$ cat config.mk
export PLATFORM = sky130hd
export DESIGN_NAME = positional_linked_list_engine
export DESIGN_NICKNAME = d
export VERILOG_FILES = /design/src/rtl/core/plle_pkg.sv /design/src/rtl/core/plle_dp.sv /design/src/rtl/core/plle_ctrl.sv /design/src/rtl/core/positional_linked_list_engine.sv
export SDC_FILE = /design/constraint.sdc
export NUM_CORES = 1
export LEC_CHECK = 0
export BUFFER_PORTS_ARGS = -buffer_cell sky130_fd_sc_hd__buf_4
export CAP_MARGIN = 5
export CORE_MARGIN = 3
export CORE_UTILIZATION = 40
export DETAILED_ROUTE_END_ITERATION = 10
export GPL_TIMING_DRIVEN = 0
export HOLD_SLACK_MARGIN = 0.12
export SYNTH_ARGS = -nofsm -noshare
export SYNTH_HDL_FRONTEND = slang
export SYNTH_SLANG_ARGS = --single-unit
$ cat constraint.sdc
create_clock -name clk_i -period 8.7 [get_ports clk_i]
set_input_delay 2.61 -clock clk_i [delete_from_list [all_inputs] [get_ports clk_i]]
set_output_delay 2.61 -clock clk_i [all_outputs]
set_load 0.01 [all_outputs]
$ cat src/rtl/core/plle_pkg.sv
// Shared types, constants and command/status structs for the linked-list engine.
package plle_pkg;

  localparam int CAPACITY = 16;
  localparam int SLOT_W   = (CAPACITY > 1) ? $clog2(CAPACITY) : 1;
  localparam int CNT_W    = $clog2(CAPACITY + 1);
  localparam int OP_W     = 3;
  localparam int POS_W    = 5;
  localparam int VALUE_W  = 32;
  localparam int STATUS_W = 2;
  localparam int ENTRY_W  = 5;
  // Working position width: holds the input position and count + 1.
  localparam int PQ_W     = (CNT_W + 1 > POS_W) ? CNT_W + 1 : POS_W;

  typedef logic [SLOT_W-1:0] slot_t;
  typedef logic [CNT_W-1:0]  cnt_t;
  typedef logic [PQ_W-1:0]   pq_t;
  typedef slot_t link_arr_t [CAPACITY];

  typedef enum logic [OP_W-1:0] {
    OP_CLEAR    = 3'd0,
    OP_INS_HEAD = 3'd1,
    OP_INS_POS  = 3'd2,
    OP_APPEND   = 3'd3,
    OP_DEL_HEAD = 3'd4,
    OP_DEL_TAIL = 3'd5,
    OP_DEL_POS  = 3'd6,
    OP_TRAVERSE = 3'd7
  } op_e;

  typedef enum logic [STATUS_W-1:0] {
    ST_OK    = 2'd0,
    ST_EMPTY = 2'd1,
    ST_RANGE = 2'd2,
    ST_FULL  = 2'd3
  } status_e;

  typedef enum logic [1:0] {
    POS_IN     = 2'd0,
    POS_ONE    = 2'd1,
    POS_APPEND = 2'd2,
    POS_LAST   = 2'd3
  } pos_sel_e;

  // One cycle's worth of datapath micro-operations.
  typedef struct packed {
    logic     load;
    pos_sel_e pos_sel;
    logic     init;
    logic     take;
    logic     ins_head;
    logic     cur_head;
    logic     cur_tail;
    logic     walk_step;
    logic     link1;
    logic     link2;
    logic     del_head;
    logic     grab;
    logic     unlink;
    logic     free_slot;
    logic     emit_status;
    logic     emit_value;
    status_e  status;
    logic     last;
  } cmd_t;

  typedef struct packed {
    logic full;
    logic empty;
    logic pos_one;
    logic ins_pos_ok;
    logic del_pos_ok;
    logic walk_done;
    logic trav_last;
    logic out_free;
  } sts_t;

  // Every slot links to the next one, the last wraps to slot zero.
  function automatic link_arr_t free_chain();
    link_arr_t chain;
    for (int i = 0; i < CAPACITY; i++) begin
      chain[i] = (i == CAPACITY - 1) ? slot_t'(0) : slot_t'(i + 1);
    end
    return chain;
  endfunction

endpackage

$ cat src/rtl/core/plle_dp.sv
// Datapath: node store, list pointers, walk pointer and the result register.
module plle_dp import plle_pkg::*; (
  input  logic                       clk_i,
  input  logic                       rst_ni,
  input  cmd_t                       cmd_i,
  input  logic [POS_W-1:0]           position_i,
  input  logic signed [VALUE_W-1:0]  value_i,
  input  logic                       out_ready_i,
  output sts_t                       sts_o,
  output logic                       out_valid_o,
  output logic signed [VALUE_W-1:0]  item_value_o,
  output logic [STATUS_W-1:0]        status_o,
  output logic [ENTRY_W-1:0]         entry_count_o,
  output logic                       last_of_run_o
);

  link_arr_t                  links_q;
  logic signed [VALUE_W-1:0]  values_q [CAPACITY];

  slot_t head_q, tail_q, free_q, cur_q, slot_q;
  cnt_t  count_q;
  pq_t   k_q, pos_q, pos_d;
  logic signed [VALUE_W-1:0] value_q;

  slot_t rd_addr, rd_link, wr_addr, wr_data;
  logic  wr_en;
  logic  out_valid_q;
  pq_t   count_ext, count_inc;

  assign count_ext = pq_t'(count_q);
  assign count_inc = count_ext + pq_t'(1);

  // Single read port on the link store.
  always_comb begin
    priority if (cmd_i.take) begin
      rd_addr = free_q;
    end else if (cmd_i.del_head) begin
      rd_addr = head_q;
    end else if (cmd_i.unlink) begin
      rd_addr = slot_q;
    end else begin
      rd_addr = cur_q;
    end
  end
  assign rd_link = links_q[rd_addr];

  // Single write port on the link store.
  always_comb begin
    wr_en   = 1'b1;
    wr_addr = slot_q;
    wr_data = rd_link;
    priority if (cmd_i.ins_head) begin
      wr_data = head_q;
    end else if (cmd_i.link1) begin
      wr_data = rd_link;
    end else if (cmd_i.link2) begin
      wr_addr = cur_q;
      wr_data = slot_q;
    end else if (cmd_i.del_head) begin
      wr_addr = head_q;
      wr_data = free_q;
    end else if (cmd_i.unlink) begin
      wr_addr = cur_q;
      wr_data = rd_link;
    end else if (cmd_i.free_slot) begin
      wr_data = free_q;
    end else begin
      wr_en = 1'b0;
    end
  end

  always_ff @(posedge clk_i or negedge rst_ni) begin
    if (!rst_ni) begin
      links_q <= free_chain();
    end else if (cmd_i.init) begin
      links_q <= free_chain();
    end else if (wr_en) begin
      links_q[wr_addr] <= wr_data;
    end
  end

  always_ff @(posedge clk_i) begin
    if (cmd_i.take) begin
      values_q[free_q] <= value_q;
    end
  end

  always_comb begin
    unique case (cmd_i.pos_sel)
      POS_IN:     pos_d = pq_t'(position_i);
      POS_ONE:    pos_d = pq_t'(1);
      POS_APPEND: pos_d = count_inc;
      POS_LAST:   pos_d = count_ext;
      default:    pos_d = pq_t'(position_i);
    endcase
  end

  always_ff @(posedge clk_i) begin
    if (cmd_i.load) begin
      pos_q   <= pos_d;
      value_q <= value_i;
    end
  end

  always_ff @(posedge clk_i or negedge rst_ni) begin
    if (!rst_ni) begin
      head_q  <= '0;
      tail_q  <= '0;
      free_q  <= '0;
      count_q <= '0;
      cur_q   <= '0;
      slot_q  <= '0;
      k_q     <= '0;
    end else if (cmd_i.init) begin
      head_q  <= '0;
      tail_q  <= '0;
      free_q  <= '0;
      count_q <= '0;
    end else begin
      if (cmd_i.take) begin
        slot_q <= free_q;
        free_q <= rd_link;
      end
      if (cmd_i.grab) begin
        slot_q <= rd_link;
      end
      if (cmd_i.cur_head) begin
        cur_q <= head_q;
        k_q   <= '0;
      end
      if (cmd_i.cur_tail) begin
        cur_q <= tail_q;
      end
      if (cmd_i.walk_step) begin
        cur_q <= rd_link;
        k_q   <= k_q + pq_t'(1);
      end
      if (cmd_i.ins_head) begin
        head_q  <= slot_q;
        count_q <= count_q + cnt_t'(1);
        if (count_q == '0) begin
          tail_q <= slot_q;
        end
      end
      if (cmd_i.link2) begin
        count_q <= count_q + cnt_t'(1);
        if (pos_q == count_inc) begin
          tail_q <= slot_q;
        end
      end
      if (cmd_i.unlink && (pos_q == count_ext)) begin
        tail_q <= cur_q;
      end
      if (cmd_i.del_head) begin
        head_q  <= rd_link;
        free_q  <= head_q;
        count_q <= count_q - cnt_t'(1);
      end
      if (cmd_i.free_slot) begin
        free_q  <= slot_q;
        count_q <= count_q - cnt_t'(1);
      end
      // The last entry leaves: both ends go back to slot zero.
      if ((cmd_i.del_head || cmd_i.free_slot) && (count_q == cnt_t'(1))) begin
        head_q <= '0;
        tail_q <= '0;
      end
    end
  end

  // Result register.
  always_ff @(posedge clk_i or negedge rst_ni) begin
    if (!rst_ni) begin
      out_valid_q <= 1'b0;
    end else if (cmd_i.emit_status || cmd_i.emit_value) begin
      out_valid_q <= 1'b1;
    end else if (out_ready_i) begin
      out_valid_q <= 1'b0;
    end
  end

  always_ff @(posedge clk_i) begin
    if (cmd_i.emit_value) begin
      item_value_o  <= values_q[cur_q];
      status_o      <= ST_OK;
      entry_count_o <= ENTRY_W'(count_q);
      last_of_run_o <= cmd_i.last;
    end else if (cmd_i.emit_status) begin
      item_value_o  <= '0;
      status_o      <= cmd_i.status;
      entry_count_o <= ENTRY_W'(count_q);
      last_of_run_o <= 1'b1;
    end
  end

  assign out_valid_o = out_valid_q;

  assign sts_o.full       = (count_q >= cnt_t'(CAPACITY));
  assign sts_o.empty      = (count_q == '0);
  assign sts_o.pos_one    = (pos_q == pq_t'(1));
  assign sts_o.ins_pos_ok = (pos_q != '0) && (pos_q <= count_inc);
  assign sts_o.del_pos_ok = (pos_q != '0) && (pos_q <= count_ext);
  assign sts_o.walk_done  = ((k_q + pq_t'(2)) == pos_q);
  assign sts_o.trav_last  = ((k_q + pq_t'(1)) == count_ext);
  assign sts_o.out_free   = !out_valid_q || out_ready_i;

endmodule

$ cat src/rtl/core/plle_ctrl.sv
// Controller: sequences each operation as datapath commands.
module plle_ctrl import plle_pkg::*; (
  input  logic            clk_i,
  input  logic            rst_ni,
  input  logic            in_valid_i,
  input  logic [OP_W-1:0] op_i,
  input  sts_t            sts_i,
  output logic            in_ready_o,
  output cmd_t            cmd_o
);

  localparam logic [3:0] S_IDLE    = 4'd0;
  localparam logic [3:0] S_DECODE  = 4'd1;
  localparam logic [3:0] S_TAKE    = 4'd2;
  localparam logic [3:0] S_INSHEAD = 4'd3;
  localparam logic [3:0] S_WALK    = 4'd4;
  localparam logic [3:0] S_LINK1   = 4'd5;
  localparam logic [3:0] S_LINK2   = 4'd6;
  localparam logic [3:0] S_DELHEAD = 4'd7;
  localparam logic [3:0] S_GRAB    = 4'd8;
  localparam logic [3:0] S_UNLINK  = 4'd9;
  localparam logic [3:0] S_FREE    = 4'd10;
  localparam logic [3:0] S_TRAV    = 4'd11;
  localparam logic [3:0] S_RESULT  = 4'd12;

  logic [3:0] state_q, state_d;
  op_e        op_q, op_d;
  status_e    st_q, st_d;

  always_comb begin
    state_d    = state_q;
    op_d       = op_q;
    st_d       = st_q;
    cmd_o      = '0;
    in_ready_o = 1'b0;
    unique case (state_q)
      S_IDLE: begin
        in_ready_o = 1'b1;
        if (in_valid_i) begin
          cmd_o.load = 1'b1;
          op_d       = op_e'(op_i);
          unique case (op_e'(op_i))
            OP_INS_HEAD, OP_DEL_HEAD: cmd_o.pos_sel = POS_ONE;
            OP_APPEND:                cmd_o.pos_sel = POS_APPEND;
            OP_DEL_TAIL:              cmd_o.pos_sel = POS_LAST;
            default:                  cmd_o.pos_sel = POS_IN;
          endcase
          state_d = S_DECODE;
        end
      end
      S_DECODE: begin
        st_d    = ST_OK;
        state_d = S_RESULT;
        unique case (op_q)
          OP_CLEAR: begin
            cmd_o.init = 1'b1;
          end
          OP_INS_HEAD, OP_INS_POS, OP_APPEND: begin
            if (sts_i.full) begin
              st_d = ST_FULL;
            end else if (!sts_i.ins_pos_ok) begin
              st_d = ST_RANGE;
            end else begin
              state_d = S_TAKE;
            end
          end
          OP_DEL_HEAD, OP_DEL_TAIL, OP_DEL_POS: begin
            if (sts_i.empty) begin
              st_d = ST_EMPTY;
            end else if (!sts_i.del_pos_ok) begin
              st_d = ST_RANGE;
            end else if (sts_i.pos_one) begin
              state_d = S_DELHEAD;
            end else begin
              cmd_o.cur_head = 1'b1;
              state_d        = S_WALK;
            end
          end
          OP_TRAVERSE: begin
            if (sts_i.empty) begin
              st_d = ST_EMPTY;
            end else begin
              cmd_o.cur_head = 1'b1;
              state_d        = S_TRAV;
            end
          end
          default: begin
            st_d = ST_OK;
          end
        endcase
      end
      S_TAKE: begin
        cmd_o.take = 1'b1;
        if (sts_i.pos_one) begin
          state_d = S_INSHEAD;
        end else if (op_q == OP_APPEND) begin
          // The tail is the predecessor of an appended entry.
          cmd_o.cur_tail = 1'b1;
          state_d        = S_LINK1;
        end else begin
          cmd_o.cur_head = 1'b1;
          state_d        = S_WALK;
        end
      end
      S_INSHEAD: begin
        cmd_o.ins_head = 1'b1;
        state_d        = S_RESULT;
      end
      S_WALK: begin
        if (sts_i.walk_done) begin
          state_d = (op_q == OP_INS_POS) ? S_LINK1 : S_GRAB;
        end else begin
          cmd_o.walk_step = 1'b1;
        end
      end
      S_LINK1: begin
        cmd_o.link1 = 1'b1;
        state_d     = S_LINK2;
      end
      S_LINK2: begin
        cmd_o.link2 = 1'b1;
        state_d     = S_RESULT;
      end
      S_DELHEAD: begin
        cmd_o.del_head = 1'b1;
        state_d        = S_RESULT;
      end
      S_GRAB: begin
        cmd_o.grab = 1'b1;
        state_d    = S_UNLINK;
      end
      S_UNLINK: begin
        cmd_o.unlink = 1'b1;
        state_d      = S_FREE;
      end
      S_FREE: begin
        cmd_o.free_slot = 1'b1;
        state_d         = S_RESULT;
      end
      S_TRAV: begin
        if (sts_i.out_free) begin
          cmd_o.emit_value = 1'b1;
          cmd_o.last       = sts_i.trav_last;
          cmd_o.walk_step  = 1'b1;
          if (sts_i.trav_last) begin
            state_d = S_IDLE;
          end
        end
      end
      S_RESULT: begin
        if (sts_i.out_free) begin
          cmd_o.emit_status = 1'b1;
          cmd_o.status      = st_q;
          state_d           = S_IDLE;
        end
      end
      default: begin
        state_d = S_IDLE;
      end
    endcase
  end

  always_ff @(posedge clk_i or negedge rst_ni) begin
    if (!rst_ni) begin
      state_q <= S_IDLE;
      op_q    <= OP_CLEAR;
      st_q    <= ST_OK;
    end else begin
      state_q <= state_d;
      op_q    <= op_d;
      st_q    <= st_d;
    end
  end

endmodule

$ cat src/rtl/core/positional_linked_list_engine.sv
// Top level of the positional linked-list engine.
//
//   channel | direction | handshake              | payload
//   --------+-----------+------------------------+-------------------------------------
//   input   | in        | in_valid_i / in_ready_o | op_i, position_i, value_i
//   result  | out       | out_valid_o/out_ready_i | item_value_o, status_o,
//           |           |                        | entry_count_o, last_of_run_o
//
// One operation is in flight at a time: idle accepts it, decode checks it. An
// insert takes a free slot; insert at head links it as head, append after the
// tail, and positional insert and delete walk one link per cycle through the
// single read port of the link store. Delete head unlinks the head, a tail
// delete uses the count as its position, traverse emits each entry in turn, and
// position one runs as a head operation. Status results use the result state.
// Reset restores the free list at once; no clearing pass follows. A stalled
// result holds its beat; the sequencer waits and takes no new input.
module positional_linked_list_engine import plle_pkg::*; (
  input  logic                       clk_i,
  input  logic                       rst_ni,
  input  logic                       in_valid_i,
  output logic                       in_ready_o,
  input  logic [OP_W-1:0]            op_i,
  input  logic [POS_W-1:0]           position_i,
  input  logic signed [VALUE_W-1:0]  value_i,
  output logic                       out_valid_o,
  input  logic                       out_ready_i,
  output logic signed [VALUE_W-1:0]  item_value_o,
  output logic [STATUS_W-1:0]        status_o,
  output logic [ENTRY_W-1:0]         entry_count_o,
  output logic                       last_of_run_o
);

  cmd_t cmd;
  sts_t sts;

  plle_ctrl u_ctrl (
    .clk_i      (clk_i),
    .rst_ni     (rst_ni),
    .in_valid_i (in_valid_i),
    .op_i       (op_i),
    .sts_i      (sts),
    .in_ready_o (in_ready_o),
    .cmd_o      (cmd)
  );

  plle_dp u_dp (
    .clk_i         (clk_i),
    .rst_ni        (rst_ni),
    .cmd_i         (cmd),
    .position_i    (position_i),
    .value_i       (value_i),
    .out_ready_i   (out_ready_i),
    .sts_o         (sts),
    .out_valid_o   (out_valid_o),
    .item_value_o  (item_value_o),
    .status_o      (status_o),
    .entry_count_o (entry_count_o),
    .last_of_run_o (last_of_run_o)
  );

endmodule

* Word level (Yosys, flattened, before mapping) *
Memory sizes are Yosys's and may differ from the RTL's.
Cells that the tools add are included.

storage, ports and cells
  output and inout port bits = 42
  register bits after elaboration = 183
  memories kept = 1
  latch bits = 0
  logic and storage cells = 238
  memory bits (read-only) = 0
  memory bits (writable) = 512
  bits of input ports = 44

cells by class
  multipliers = 0
  div/mod/pow operators = 0
  order comparisons = 6
  mux-type cells = 121
  equal/unequal tests = 37
  shift operators = 0
  bitwise operators = 3
  add/subtract/negate cells = 5
  reductions and logical operators = 32

memories
  name           depth  width  rd ports  clocked after memory_dff  write ports  RTL line       text
  u_dp.values_q  16     32     1         0                         1            plle_dp.sv:18  logic signed [VALUE_W-1:0] values_q [CAPACITY];

operator list
  cell                                                             number
  4-bit two-way mux                                                47
  64-bit two-way mux                                               2
  64-bit bitwise mux                                               1
  32-bit two-way mux                                               2
  4-bit case mux with 10 select lines                              1
  1-bit two-way mux                                                38
  5-bit two-way mux                                                7
  6-bit case mux with 4 select lines                               1
  4-bit == test, second input constant                             5
  3-bit == test, second input constant                             6
  4-bit binary-select mux with 4-bit select                        1
  4-bit demux with 4-bit select                                    1
  4-bit by 3-bit == test with 1-bit output, second input constant  4
  2-bit two-way mux                                                8
  5-bit >= comparator, second input constant                       3
  6-bit by 5-bit == test with 1-bit output                         2
  6-bit == test                                                    2
  3-bit two-way mux                                                4
  6-bit two-way mux                                                2
  2-bit case mux with 3 select lines                               2
  4-bit case mux with 3 select lines                               1
  4-bit NOT with 5-bit output                                      2
  2-bit nonzero test                                               5
  3-bit by 2-bit == test with 1-bit output, second input constant  3
  other kinds (35)                                                 54

* Logic depth before layout (Yosys ltp) *
Gate-level depths: netlist (run 1).

  depth after elaboration = 18
  gate-level depth with buffers = 13
  depth with buffers taken out = 12

* Modules after synthesis *
From an unflattened synthesis (run 1), not the netlist that was laid out.

second synthesis, totals
  cell total of the unflattened synthesis = 1835
  area, all modules = 30449.2 µm²

by module, submodules not included
  module     cells an instance  area an instance (µm²)  times used  sequential area each (µm²)
  plle_dp    1727               29580.9                 1           20139.3
  plle_ctrl  108                868.3                   1           225.2

* Worst setup path after synthesis (run 1) *
No wires, ideal clock.

  path type = input-to-reg
  start = input in_valid_i
  end = register u_dp.pos_q[2], data pin
  data arrival time = 4828 ps
  path slack = 3677 ps
  stages on the path = 6
  path through = and3_1 clkbuf_1 nand2_1 nor2_1 nand2_1 o311ai_0

between the ends
  longest elaborated chain between the ends = 4
  elaborated cells on any way between the ends = 7
  classes of those cells = 3 x eq/ne; 3 x mux; 1 x reduce/logical

ends and longest elaborated chain
  item                                         RTL line                             text
  start: declaration                           positional_linked_list_engine.sv:20  input logic in_valid_i,
  3-bit two-way mux *                          plle_ctrl.sv:39                      if (in_valid_i) begin
  3-bit two-way mux *                          plle_ctrl.sv:36                      unique case (state_q)
  2-bit == test, or another cell as far along  plle_dp.sv:89                        unique case (cmd_i.pos_sel)
  6-bit case mux with 4 select lines *         plle_dp.sv:89
  net u_dp.pos_d[2]                            plle_dp.sv:22                        pq_t k_q, pos_q, pos_d;
  end signal: assignment                       plle_dp.sv:100                       pos_q <= pos_d;
  end: declaration                             plle_dp.sv:22

Mark *: on every way through the listed nets, which the timed path passes. The rest lies on a longest branch.
A chain may end at the register's enable or synchronous reset.

* Final worst setup path (run 1) *
  start = register u_ctrl.state_q[1]
  end = output in_ready_o

between the ends
  longest elaborated chain between the ends = 2

ends and longest elaborated chain
  item                      RTL line                             text
  start: declaration        plle_ctrl.sv:26                      logic [3:0] state_q, state_d;
  start signal: assignment  plle_ctrl.sv:169                     state_q <= state_d;
  4-bit zero test           plle_ctrl.sv:36
  1-bit two-way mux         plle_ctrl.sv:36
  end: declaration          positional_linked_list_engine.sv:21  output logic in_ready_o,

No other way between the ends.

==> results of run 1 <==
## cell families after synthesis
group / count (synthesis)
compound gates: 345
mux: 199
buf+inv: 127
xor+xnor: 14
fa+ha+maj: 16
simple gates: 343
flops: 695
## how the worst min path moves through the flow
stage               slack (ps)  cells past startpoint               endpoint
finish                     450                      0  u_dp.entry_count_o[4]
global route               470                      0  u_dp.entry_count_o[4]
CTS                        460                      0  u_dp.entry_count_o[4]
detailed placement         440                      0  u_dp.entry_count_o[4]
global placement           450                      2       u_dp.links_q[57]
floorplan                  420                      0  u_dp.entry_count_o[3]
## flip-flops by register name (all words and copies together), names as in the netlist, 5 cells and up
name and count:
u_dp.count_q 5, u_dp.entry_count_o 5, u_dp.item_value_o 32, u_dp.k_q 6
u_dp.links_q 64, u_dp.pos_q 6, u_dp.value_q 32, u_dp.values_q 512
## metal layers
layer	vias up	share of wire
met1	8764	0.43
li1	7373	-
met2	638	0.48
met3	141	0.067
met5	-	0
met4	0	0.028
## through the flow
stage	util	hold WS, ps	cells	power (W)	area (µm²)
final	0.475	453	2938	0.0116	34100
after global routing	0.475	467	2938	0.0121	34100
after CTS	0.475	457	2938	0.0116	34100
after detailed placement	0.440	440	2803	0.00839	31600
after global placement	0.431	454	2773	0.00830	31000
after floorplan	-	423	1739	0.00698	29200
## power breakdown
| group | total (W) | switching [W] | internal, W |
|---|---|---|---|
| combinational | 0.00392 | 0.00240 | 0.00151 |
| sequential | 0.00442 | 0.000320 | 0.00410 |
| clock | 0.00322 | 0.00131 | 0.00191 |
| total | 0.0116 | 0.00403 | 0.00752 |
## cells in the final DEF, fill, tap and decap left out, types with 14 or more instances in the layout
master	netlist	final
sky130_fd_sc_hd__a211oi_1	78	78
sky130_fd_sc_hd__a21oi_1	44	44
sky130_fd_sc_hd__a22o_1	22	22
sky130_fd_sc_hd__and2_1	14	14
sky130_fd_sc_hd__buf_1	18	18
sky130_fd_sc_hd__buf_4	1	86
sky130_fd_sc_hd__buf_6	6	17
sky130_fd_sc_hd__clkbuf_1	67	80
sky130_fd_sc_hd__clkbuf_16	0	77
sky130_fd_sc_hd__dfrtp_1	73	73
sky130_fd_sc_hd__dfstp_2	32	32
sky130_fd_sc_hd__edfxtp_1	588	588
sky130_fd_sc_hd__ha_1	16	16
sky130_fd_sc_hd__inv_1	23	23
sky130_fd_sc_hd__mux2i_1	57	57
sky130_fd_sc_hd__mux4_2	136	136
sky130_fd_sc_hd__nand2_1	97	97
sky130_fd_sc_hd__nand2b_1	18	18
sky130_fd_sc_hd__nand3_1	17	17
sky130_fd_sc_hd__nor2_1	91	78
sky130_fd_sc_hd__nor2b_1	44	44
sky130_fd_sc_hd__nor3_1	20	16
sky130_fd_sc_hd__o21ai_0	64	64
sky130_fd_sc_hd__o22a_1	23	23
## layout make-up
class | count | area [µm²] | share of cell area
sequential | 695 | 20400 | 0.597
multi-input combinational | 917 | 8380 | 0.246
clock buffer | 99 | 2090 | 0.0612
tap | 950 | 1190 | 0.0348
timing repair buffer | 114 | 1130 | 0.0332
buffer | 104 | 458 | 0.0134
clock inverter | 36 | 429 | 0.0126
inverter | 23 | 86.3 | 0.00253
==> out/results.txt, run 1 <==
The flow ran to the end, and the final reports show no timing, DRC or antenna violations. For this run the aggregate overflow at the end of global routing stands at 0. The root buffer cell chosen for the clock tree is sky130_fd_sc_hd__clkbuf_16. Startpoint of the worst hold path: u_dp.count_q[4]. The tools report the maximum vdd drop as 0.278 mV. By area, the combinational part of the netlist is dominated by multiplexers. The run gives 0 as the number of post-CTS setup repair buffers. The die is 276 µm wide. Gates resized during post-CTS repair numbered 0. Dividing total power by cell area gives a power density of 338 mW/mm².

Among cell families on the critical path, the largest total delay comes from buffers and inverters. The share of synthesized area spent on multiplexers was 0.127. The part of the Yosys area used for sequential elements came out at 0.698. The maximum buffer depth of the clock tree was 3; the fraction of met3 tracks used by global routing was 0.0387. In this run, the number of DRC markers left after iteration 0 of detailed routing was 1462. The complex-gate fraction of the synthesized area was 0.0875. At the placement stage, the worst setup path has a slack of 3750 ps. For this block, the via count after detailed routing is 16900.

Synthesis produced 1739 cells. Using the TritonRoute via totals, the vias-per-cell ratio works out to 5.76. The standby leakage power was 11.2 nW; the number of flip-flops and latches in the synthesized netlist was 695. After synthesis, the netlist uses 80 different library cells. Share of post-route cells with drive strength above 1: 0.230.

The floorplan step defined a core boundary enclosing 0.0719 mm². Setup violations remaining at the end of the flow were counted as 0. The congestion estimate from routability-driven global placement came to 0.879. Clock skew on the completed layout was measured at 26.3 ps.

The number of remaining DRC errors was 0; the latest clock arrival within the worst-skew pair was 620 ps. The critical path starts at u_ctrl.state_q[1]. The detail route stage leaves a number of antenna-violating nets equal to 0. By instance count, the leading cell after synthesis is sky130_fd_sc_hd__edfxtp_1. Clock-pin slew was measured on the worst setup and hold paths at 50 ps.

Critical register-to-register path endpoint: u_dp.values_q[3][17]. In this run the most used layer during global routing was met2. The run gives 0.272 as the met1 track demand over resource in global routing. The run gives 0 as the number of antenna repair diodes.

The final critical-path share of the clock period is 0.645. Entering global routing, the biggest net connects 66 pins. Along the worst path, the maximum fanout reaches 10. The filler cells instantiated in the layout total 6183.

Number of I/O port buffers: 84. Sorting the synthesized cells by how often they occur yields sky130_fd_sc_hd__edfxtp_1 (588), sky130_fd_sc_hd__mux4_2 (136), sky130_fd_sc_hd__nand2_1 (97). TritonCTS built the clock tree.

The number of cells on the worst reg-to-reg path is 7. For the pin with the worst max-slew slack, the measured transition is 1220 ps. The basic-gate share of the synthesized area counting and, or, nand and nor cells works out to 0.0579. The fraction of synthesis flops using an asynchronous set or reset pin works out to 0.151. The number of buffers added by the clock tree synthesis step is 75, and the post-route setup TNS is 0 ps.

The max-slew violation count came out at 0. The count of flip-flops with a built-in enable after synthesis came out at 588. In this run the critical register-to-register path is launched from u_ctrl.state_q[1]. The overall global routing resource usage was 0.196; the wire length of the first global-routing pass was 113000 µm. The adder-cell area share of the yosys netlist works out to 0.00686. The wire length reported by the detailed router was 75300 µm; the count of cell instances traversed by the critical path was 6. The tools report the number of clock sinks as 695. For this design, the slowest cell found on the critical path is sky130_fd_sc_hd__buf_1. Traced cell by cell, the critical path runs through buf_2 -> buf_1 -> buf_1 -> buf_1 -> nor3_1 -> buf_4. The tools report the combined area of all synthesized cells as 0.0292 mm². The critical path ends at in_ready_o. The floorplan step set the die height to 276 µm. The logs give 0 for the number of antenna violations at the first check in global routing and 50000 µm for the total half-perimeter wirelength after legalization and detailed placement. The tools report the category of the worst setup path capture point as an output pin. For the number of optimization iterations in the first detailed-route pass, the log shows 5.

The top flip-flop cell by instance count after synthesis is sky130_fd_sc_hd__edfxtp_1. Setup repair after global routing left no endpoint under its margin. The parity-gate share of the synthesized area counting xor and xnor cells was 0.00420; the count of maximum capacitance violations was 0. The H-tree was split into 3 levels. STA puts the critical path data required time at 6090 ps. The area growth from synthesis to layout is 17.0%.

The largest single stage delay on the critical path is 490 ps. The worst setup path is launched from a flip-flop. The tightest min-delay check is of the flip-flop to flip-flop type. The routed design could run at a clock period as short as 5610 ps. The worst setup path is of the flip-flop to output pin kind. The worst slew slack as a fraction of its limit is 0.179, and the area share of the largest cell type after synthesis is 0.605. Row generation in the floorplan step produced 98 rows.

The critical path contains buffers and inverters numbering 5 combined. Data arrives at the worst endpoint at 3000 ps. Yosys printed 0 warnings. The number of global-route vias before repair was 17500; the worst setup slack for register-to-register paths was 4830 ps.

The cell type with the largest total area after synthesis was sky130_fd_sc_hd__edfxtp_1. In this run the count of I/O pins placed on the die edge is 86. Number of hold-repair buffers added at the cts stage: 0. A synthesized cell averages 16.8 µm².

The fraction of met2 tracks used by global routing was 0.316; the starting utilization of the core area was 0.406. The final worst setup slack is 3090 ps, and the synthesized netlist net count is 1799. The run gives 178 MHz as the fmax. The die covers 0.0762 mm².

In the final design database the tool counted 1990 nets. Sorting the synthesized cells by area gives the leading types as sky130_fd_sc_hd__edfxtp_1 (61%), sky130_fd_sc_hd__mux4_2 (11%), sky130_fd_sc_hd__dfrtp_1 (6.3%). The average wire per cell in the routed design is 25.6 µm. Among the stages of the critical path, the cell type that occurs most often is sky130_fd_sc_hd__buf_1.

For the final hold violation count, the log shows 0.
No activity file was read; power rests on OpenSTA's default activity.
==> run 2, diff against run 1 <==
Settings changed: ABC_AREA set to 1.
Clock period 8.7 ns to 5.8 ns, I/O delays scaled along.
==> run 2 against run 1 <==
Effect of this change:
- routed wire length rose by 9.5%
- highest routed layer unchanged
- die area up 3.2%
- synthesized cell count up 51%
- critical path depth down 2
- clock-buffer cell count is 6 lower
- sequential share of layout area decreased by 1.6 points
- clock skew decreased by 9.1 ps
- first-iteration DRC count grew 18%
==> out/results.txt, run 2 <==
The number of flip-flops and latches in the synthesized netlist is 695. The worst hold path belongs to the class flip-flop to flip-flop. Sorting the synthesized cells by how often they occur yields sky130_fd_sc_hd__edfxtp_1 (588), sky130_fd_sc_hd__nand2_1 (481), sky130_fd_sc_hd__o21ai_0 (323). During placement, the flow inserted port buffers numbering 85. The count of cells along the worst hold path works out to 0. On the final layout, the worst clock skew is 17.1 ps. Entering global routing, the biggest net connects 61 pins. In this run the core area contains 100 standard-cell rows. The share of post-route cells with drive strength above 1 came out at 0.120. Synthesis handed over a netlist of 2626 instances.

The number of setup buffers added after CTS is 0. Averaged over all synthesized cells, the footprint is 11.5 µm². The growth of design area from synthesis to finish was 16.5%.

Most flop-heavy register: u_dp.values_q. By area the synthesized netlist is led by sky130_fd_sc_hd__edfxtp_1 (59%), sky130_fd_sc_hd__dfrtp_1 (6.1%), sky130_fd_sc_hd__nand2_1 (6.0%). The cell type with the largest total area after synthesis was sky130_fd_sc_hd__edfxtp_1. The layout has 6717 filler cells. The tree built by TritonCTS fans out to 695 sinks. The floorplan step set the die height to 280 µm. The actual transition at the worst max-transition pin is 1040 ps. The count of unique library cells instantiated by Yosys came out at 44. The area share of the largest cell type after synthesis is 0.586. In the detailed route, the total length drawn on met3 is 4480 µm. The number of setup violations in the final report came out at 0. The final layout contains routed wiring with a total length of 82500 µm. Counting I/O delays and the setup requirement, the final critical path takes 3780 ps.

The part of the Yosys area used for sequential elements was 0.676. Number of global-route vias before repair: 20300. During I/O placement, the number of pins put on the boundary was 86. The sum of routed wire segments on met1 was 34900 µm; the clock-pin slew on the worst setup and hold paths was 60 ps.

The most instantiated library cell after synthesis was sky130_fd_sc_hd__edfxtp_1. The flow ran to the end, and the final reports show no timing, DRC or antenna violations. Data arrives at the worst endpoint at 2040 ps. The library cells used most frequently in the layout, excluding fill and tap cells, are sky130_fd_sc_hd__edfxtp_1 (588), sky130_fd_sc_hd__nand2_1 (480), sky130_fd_sc_hd__o21ai_0 (323), sky130_fd_sc_hd__inv_1 (300), sky130_fd_sc_hd__a21oi_1 (155). The average wire per cell in the routed design is 21.5 µm, and the count of synthesis-stage warnings from yosys is 0.

In the post-route analysis, the smallest setup slack over all paths is 2020 ps. The worst setup path is of the flip-flop to output pin kind. The run gives 0.404 as the starting utilization of the core area.

TritonCTS built the clock tree. Routability-driven placement finished with a final weighted congestion of 0.928. Maximum vdd drop: 0.290 mV.

Leaving out fill and tap cells, the most frequent cell in the layout is sky130_fd_sc_hd__edfxtp_1. For this design the static power due to leakage is 13.2 nW. Max-cap violations in this run came to 0. Summed over all layers, the global routing overflow is 0. The number of nets with antenna violations after detailed routing is 0, and the synthesized netlist net count is 2686. The maximum buffer depth of the clock tree is 3, and the net count of the finished layout is 2868. The logs give 56100 µm for the total half-perimeter wirelength after legalization and detailed placement and 0 for the final hold violation count. Fraction of synthesis flops using an asynchronous set or reset pin: 0.151. The number of vias per cell after detailed routing was 5.36. The CTS root buffer is sky130_fd_sc_hd__clkbuf_16.

The logs give 0 for the max-slew violation count and 0 for the number of antenna violations at the first check in global routing. The region available for standard cell placement spans 0.0746 mm². The run gives 0.208 as the overall global routing resource usage.

In this run the top signal layer used is met4. The logs give 1890 ps for the worst setup slack before clock tree synthesis and 123000 µm for the wire length of the first global-routing pass. For the post-cts sizing count, the log shows 0. STA classifies the critical path startpoint as a flip-flop. The post-route non-filler standard cell count is 3836, and the biggest fanout along the worst timing path is 7. The DRC marker count from the first detailed-route iteration is 1722.

The first TritonRoute pass finished after 6 iterations. For flop-to-flop paths, the worst setup slack is 2170 ps. The die covers 0.0787 mm².

The H-tree was split into 3 levels. The final critical-path share of the clock period was 0.652. Hold repair after CTS inserted 0 buffers. Summing internal, switching and leakage power gives 0.0167 W. The tools report the number of remaining DRC errors as 0. The category of the worst setup path capture point was an output pin. The worst slew slack as a fraction of its limit came out at 0.305. Wire segments on met2 add up to 40700 µm in the final route. The largest registers in the layout are u_dp.values_q (512), u_dp.links_q (64). TritonCTS created 75 clock buffers. The register with the most flip-flops in the layout has 512 of them.

The power per cell area came out at 476 mW/mm². The routed via count is 20600, and the latest clock arrival within the worst-skew pair is 620 ps. Based on the critical path, the design can be clocked at up to 264 MHz. The combined area of all synthesized cells is 0.0301 mm², and the critical path required time is 4060 ps.

Cell count after placement: 3700. The count of flip-flops with a built-in enable after synthesis works out to 588. 0 antenna diodes ended up in the layout. For this run, the leading register cell type out of synthesis is sky130_fd_sc_hd__edfxtp_1.

Counting cells, the worst reg-to-reg path comes to 10. From left edge to right edge, the die measures 280 µm. Setup repair after global routing left no endpoint under its margin.
## run 2: logic make-up (layout without fill, tap and decap cells)
logic type / Yosys count / in the layout / share of synthesized area
compound gates: 588 / 588 / 0.106
xor+xnor: 19 / 19 / 0.00552
fa+ha+maj: 16 / 16 / 0.00664
buf+inv: 424 / 665 / 0.0553
flops: 695 / 695 / 0.676
mux: 128 / 128 / 0.0425
simple gates: 756 / 756 / 0.109
## run 2: metal layers
metal	track usage	vias up
met5	0	-
met4	0.0662	0
met3	0.0302	174
met2	0.355	701
met1	0.276	10100
li1	-	9550
## run 2: worst paths after layout
path,from,endpoint
worst max-delay path,u_ctrl.state_q[1],in_ready_o
worst min-delay path,u_dp.count_q[2],u_dp.entry_count_o[2]
worst max register to register,u_dp.cur_q[0],u_dp.item_value_o[28]
worst min register to register,u_dp.count_q[2],u_dp.entry_count_o[2]
max in group asynchronous,rst_ni,u_dp.links_q[9]
min in group asynchronous,rst_ni,u_dp.links_q[34]
## run 2: critical path, cell delays in order, from the launching register on
cell and delay [ps]:
sky130_fd_sc_hd__dfrtp_1 490, sky130_fd_sc_hd__nor2_1 180, sky130_fd_sc_hd__inv_1 100, sky130_fd_sc_hd__nor2_1 440, sky130_fd_sc_hd__buf_4 220
## run 2: final cells by class
cell class | instances | area [µm²] | area share
clock inverters | 43 | 452 | 0.0129
inverters | 305 | 1140 | 0.0326
plain buffers | 119 | 522 | 0.0149
clock buffers | 93 | 2040 | 0.0581
flip-flops and latches | 695 | 20400 | 0.580
multi-input cells | 1507 | 8230 | 0.235
well taps | 969 | 1210 | 0.0345
repair buffers | 105 | 1130 | 0.0322
## run 2: where the power goes
group / leakage [nW] / switching, W / total, W / internal, W
Clock: 1.22 / 0.00200 / 0.00480 / 0.00279
Combinational: 5.36 / 0.00375 / 0.00533 / 0.00157
Sequential: 6.63 / 0.000418 / 0.00658 / 0.00616
Total: 13.2 / 0.00618 / 0.0167 / 0.0105
## run 2: metrics by stage
step                      hold WS (ps)  TNS (ps)   util  area [µm²]
after CTS                          467         0  0.471       35100
after floorplan                    423         0      -       30100
after detailed placement           440         0  0.437       32600
after global placement             451    -15420  0.429       32000
final                              462         0  0.471       35100
after global routing               475         0  0.471       35100
==> run 3, diff against run 2 <==
Clock period 5.8 ns to 3.9 ns, I/O delays scaled along.
==> run 3 against run 2 <==
Effect of this change:
- routed wire length fell by 0.36%
- cell area down 0.24%
- sequential power rose by 49%
- power grew 47%
- setup slack worse by 1600 ps
- sequential share of layout area increased by 0.14 points
- critical path depth grew 6
- critical path type is now flip-flop to flip-flop
- largest power group unchanged
- core utilization is 0.11 points lower
- clock skew increased by 8.7 ps
==> out/results.txt, run 3 (synthesized netlist as in run 2, its figures left out) <==
After detailed routing, the total wire length is 82200 µm. The biggest fanout along the worst timing path is 10. Kind of start point of the critical path: a flip-flop. The data arrival time at the worst-slack endpoint was 3930 ps; the number of clock sinks was 695. The number of I/O port buffers was 85; the worst setup slack before clock tree synthesis was 321 ps. The area enclosed by the die boundary was 0.0787 mm²; the worst setup skew after layout was 25.8 ps.

In the routed layout, each cell is associated on average with a via count of 5.35. In the layout the commonest cells are sky130_fd_sc_hd__edfxtp_1 (588), sky130_fd_sc_hd__nand2_1 (480), sky130_fd_sc_hd__o21ai_0 (323), sky130_fd_sc_hd__inv_1 (300), sky130_fd_sc_hd__a21oi_1 (155). The largest registers in the layout are u_dp.values_q (512), u_dp.links_q (64).

The register with the most flip-flops in the layout has 512 of them. Counting the fill cells in the layout gives 6710. The detailed router placed 20500 vias in this run. After layout, the worst setup slack is 396 ps. In this run the critical register-to-register path is captured at u_dp.item_value_o[28]. The critical path required time was 4330 ps. Setup repair after global routing left no endpoint under its margin.

The clock reaches the later pin of the worst-skew pair after 630 ps. Count of maximum capacitance violations: 0. The flow ran to the end, and the final reports show no timing, DRC or antenna violations. The tools report the number of optimization iterations in the first detailed-route pass as 5. The register with the most flip-flops in the final layout is u_dp.values_q. Dividing total power by cell area gives a power density of 703 mW/mm². The number of hold buffers added after CTS was 0.

The tools report the number of antenna repair diodes as 0. The tools report the sequential standard cell area as 0.0204 mm². The cell depth of the worst flop-to-flop path is 10. The critical register-to-register path startpoint was u_dp.cur_q[0]. The logs give 0 for the max-slew violation count and 3 for the CTS H-tree depth. Share of post-route cells with drive strength above 1: 0.116. The worst hold path belongs to the class flip-flop to flip-flop.

The tree is rooted in a sky130_fd_sc_hd__clkbuf_16. The count of cells along the worst hold path is 0. The finished layout holds 3841 standard cells, fillers aside. Compared with the post-synthesis result, the final layout area differs by 16.2%. The first global-routing pass estimated 123000 µm of wire. After clock tree synthesis, the clock-pin slew on the worst setup and hold paths is 60 ps. Number of antenna violations at the first check in global routing: 0.

The number of global-route vias before repair is 20300. The run gives 0.404 as the starting utilization of the core area. The library cell used most frequently in the layout, excluding fill and tap cells, is sky130_fd_sc_hd__edfxtp_1. For the finished layout, the period the worst path requires is 3500 ps.

During I/O placement, the number of pins put on the boundary was 86. The fmax came out at 285 MHz. The maximum vdd drop is 0.433 mV. Measured along the x axis, the die boundary spans 280 µm. The row count came out at 100.

The worst hold path terminates at u_dp.entry_count_o[2]. Setup violations remaining at the end of the flow were counted as 0. The tightest hold path in the finished design has a slack of 464 ps. The remaining global-route overflow is 0, and the area used by multi-input combinational logic is 0.00823 mm². The die is 280 µm tall. The core region is 0.0746 mm².

The path type of the worst setup path was flip-flop to flip-flop. The worst slew slack as a fraction of its limit is 0.380, and the final estimated routing congestion in global placement is 0.890. The final critical-path share of the clock period is 0.898, and the cell count after placement is 3700. The tools report the net count of the finished layout as 2869. The logs give 56 for the pin count of the biggest net entering global routing and 0 for the final hold violation count. The category of the worst setup path capture point is a flip-flop. In the final routed layout, each cell accounts on average for 21.4 µm.

The post-cts sizing count was 0; the number of remaining DRC errors was 0. The run gives 3 as the maximum buffer depth of the clock tree. The actual transition at the worst max-transition pin came out at 930 ps. The worst hold path begins at u_dp.count_q[2]. For the standby leakage power, the log shows 13.2 nW. The wire-length estimate of the detail-placed layout is 56400 µm. For flop-to-flop paths, the worst setup slack is 400 ps. Post-CTS timing repair inserted 0 buffers for setup. The run gives 0 as the number of nets with antenna violations after detailed routing. TritonCTS built the clock tree. TritonCTS created 76 clock buffers.

Overall global routing resource usage: 0.208. The detailed router finished its first iteration with 1634 violations.
## run 3: cell types whose count changed in the layout (fill, tap and decap cells not counted)
cell / before / now
sky130_fd_sc_hd__bufinv_16: 6 / 3
sky130_fd_sc_hd__clkinv_1: 9 / 19
sky130_fd_sc_hd__clkinvlp_4: 4 / 1
sky130_fd_sc_hd__clkinv_4: 1 / 2
sky130_fd_sc_hd__buf_16: 12 / 10
sky130_fd_sc_hd__buf_12: 8 / 10
sky130_fd_sc_hd__clkinv_2: 17 / 12
sky130_fd_sc_hd__clkbuf_1: 98 / 103
sky130_fd_sc_hd__inv_6: 2 / 1
sky130_fd_sc_hd__clkbuf_8: 3 / 4
## run 3: report_power, final
part	total, W	internal [W]	switching (W)
clock network	0.00696	0.00398	0.00298
logic	0.00789	0.00234	0.00554
registers	0.00978	0.00916	0.000621
total	0.0246	0.0155	0.00914
## run 3: final cells by class
cell class / instances / share of cell area
repair buffers: 105 / 0.0318
clock buffers: 99 / 0.0591
inverters: 305 / 0.0327
multi-input cells: 1507 / 0.235
plain buffers: 119 / 0.0149
well taps: 969 / 0.0346
flip-flops and latches: 695 / 0.582
clock inverters: 42 / 0.0100
## run 3: worst max path at each step
stage	from	endpoint	cells past startpoint
6_report	u_dp.cur_q[0]	u_dp.item_value_o[28]	10
4_1_cts	u_dp.cur_q[0]	u_dp.item_value_o[28]	10
3_5_place_dp	u_dp.cur_q[0]	u_dp.item_value_o[28]	10
2_1_floorplan	in_valid_i	u_dp.pos_q[3]	8
3_3_place_gp	u_ctrl.state_q[3]	u_dp.values_q[15][13]	8
5_1_grt	u_dp.cur_q[0]	u_dp.item_value_o[28]	10
## run 3: per-layer routing
metal  global-route usage  part of all wire
met1                0.274              0.42
met2                0.352              0.49
met3               0.0294             0.051
met4               0.0735             0.034
met5                    0                 0
## run 3: worst max-delay path, cell delays in order, from the launching register on
cell and delay [ps]:
sky130_fd_sc_hd__dfrtp_1 320, sky130_fd_sc_hd__buf_2 370, sky130_fd_sc_hd__buf_2 380, sky130_fd_sc_hd__clkbuf_1 640
sky130_fd_sc_hd__buf_1 660, sky130_fd_sc_hd__o21ai_0 220, sky130_fd_sc_hd__o211ai_1 110, sky130_fd_sc_hd__o21ai_0 160
sky130_fd_sc_hd__nand2_1 120, sky130_fd_sc_hd__nand2_1 80, sky130_fd_sc_hd__a31oi_1 250
## run 3: metrics by stage
stage,TNS [ps],area [µm²],power [W],utilization
3_5_place_dp,0,32600,0.0178,0.437
6_report,0,35000,0.0246,0.470
2_1_floorplan,0,30100,0.0148,-
3_3_place_gp,-429940,32000,0.0175,0.429
4_1_cts,0,35000,0.0248,0.470
5_1_grt,0,35000,0.0260,0.470
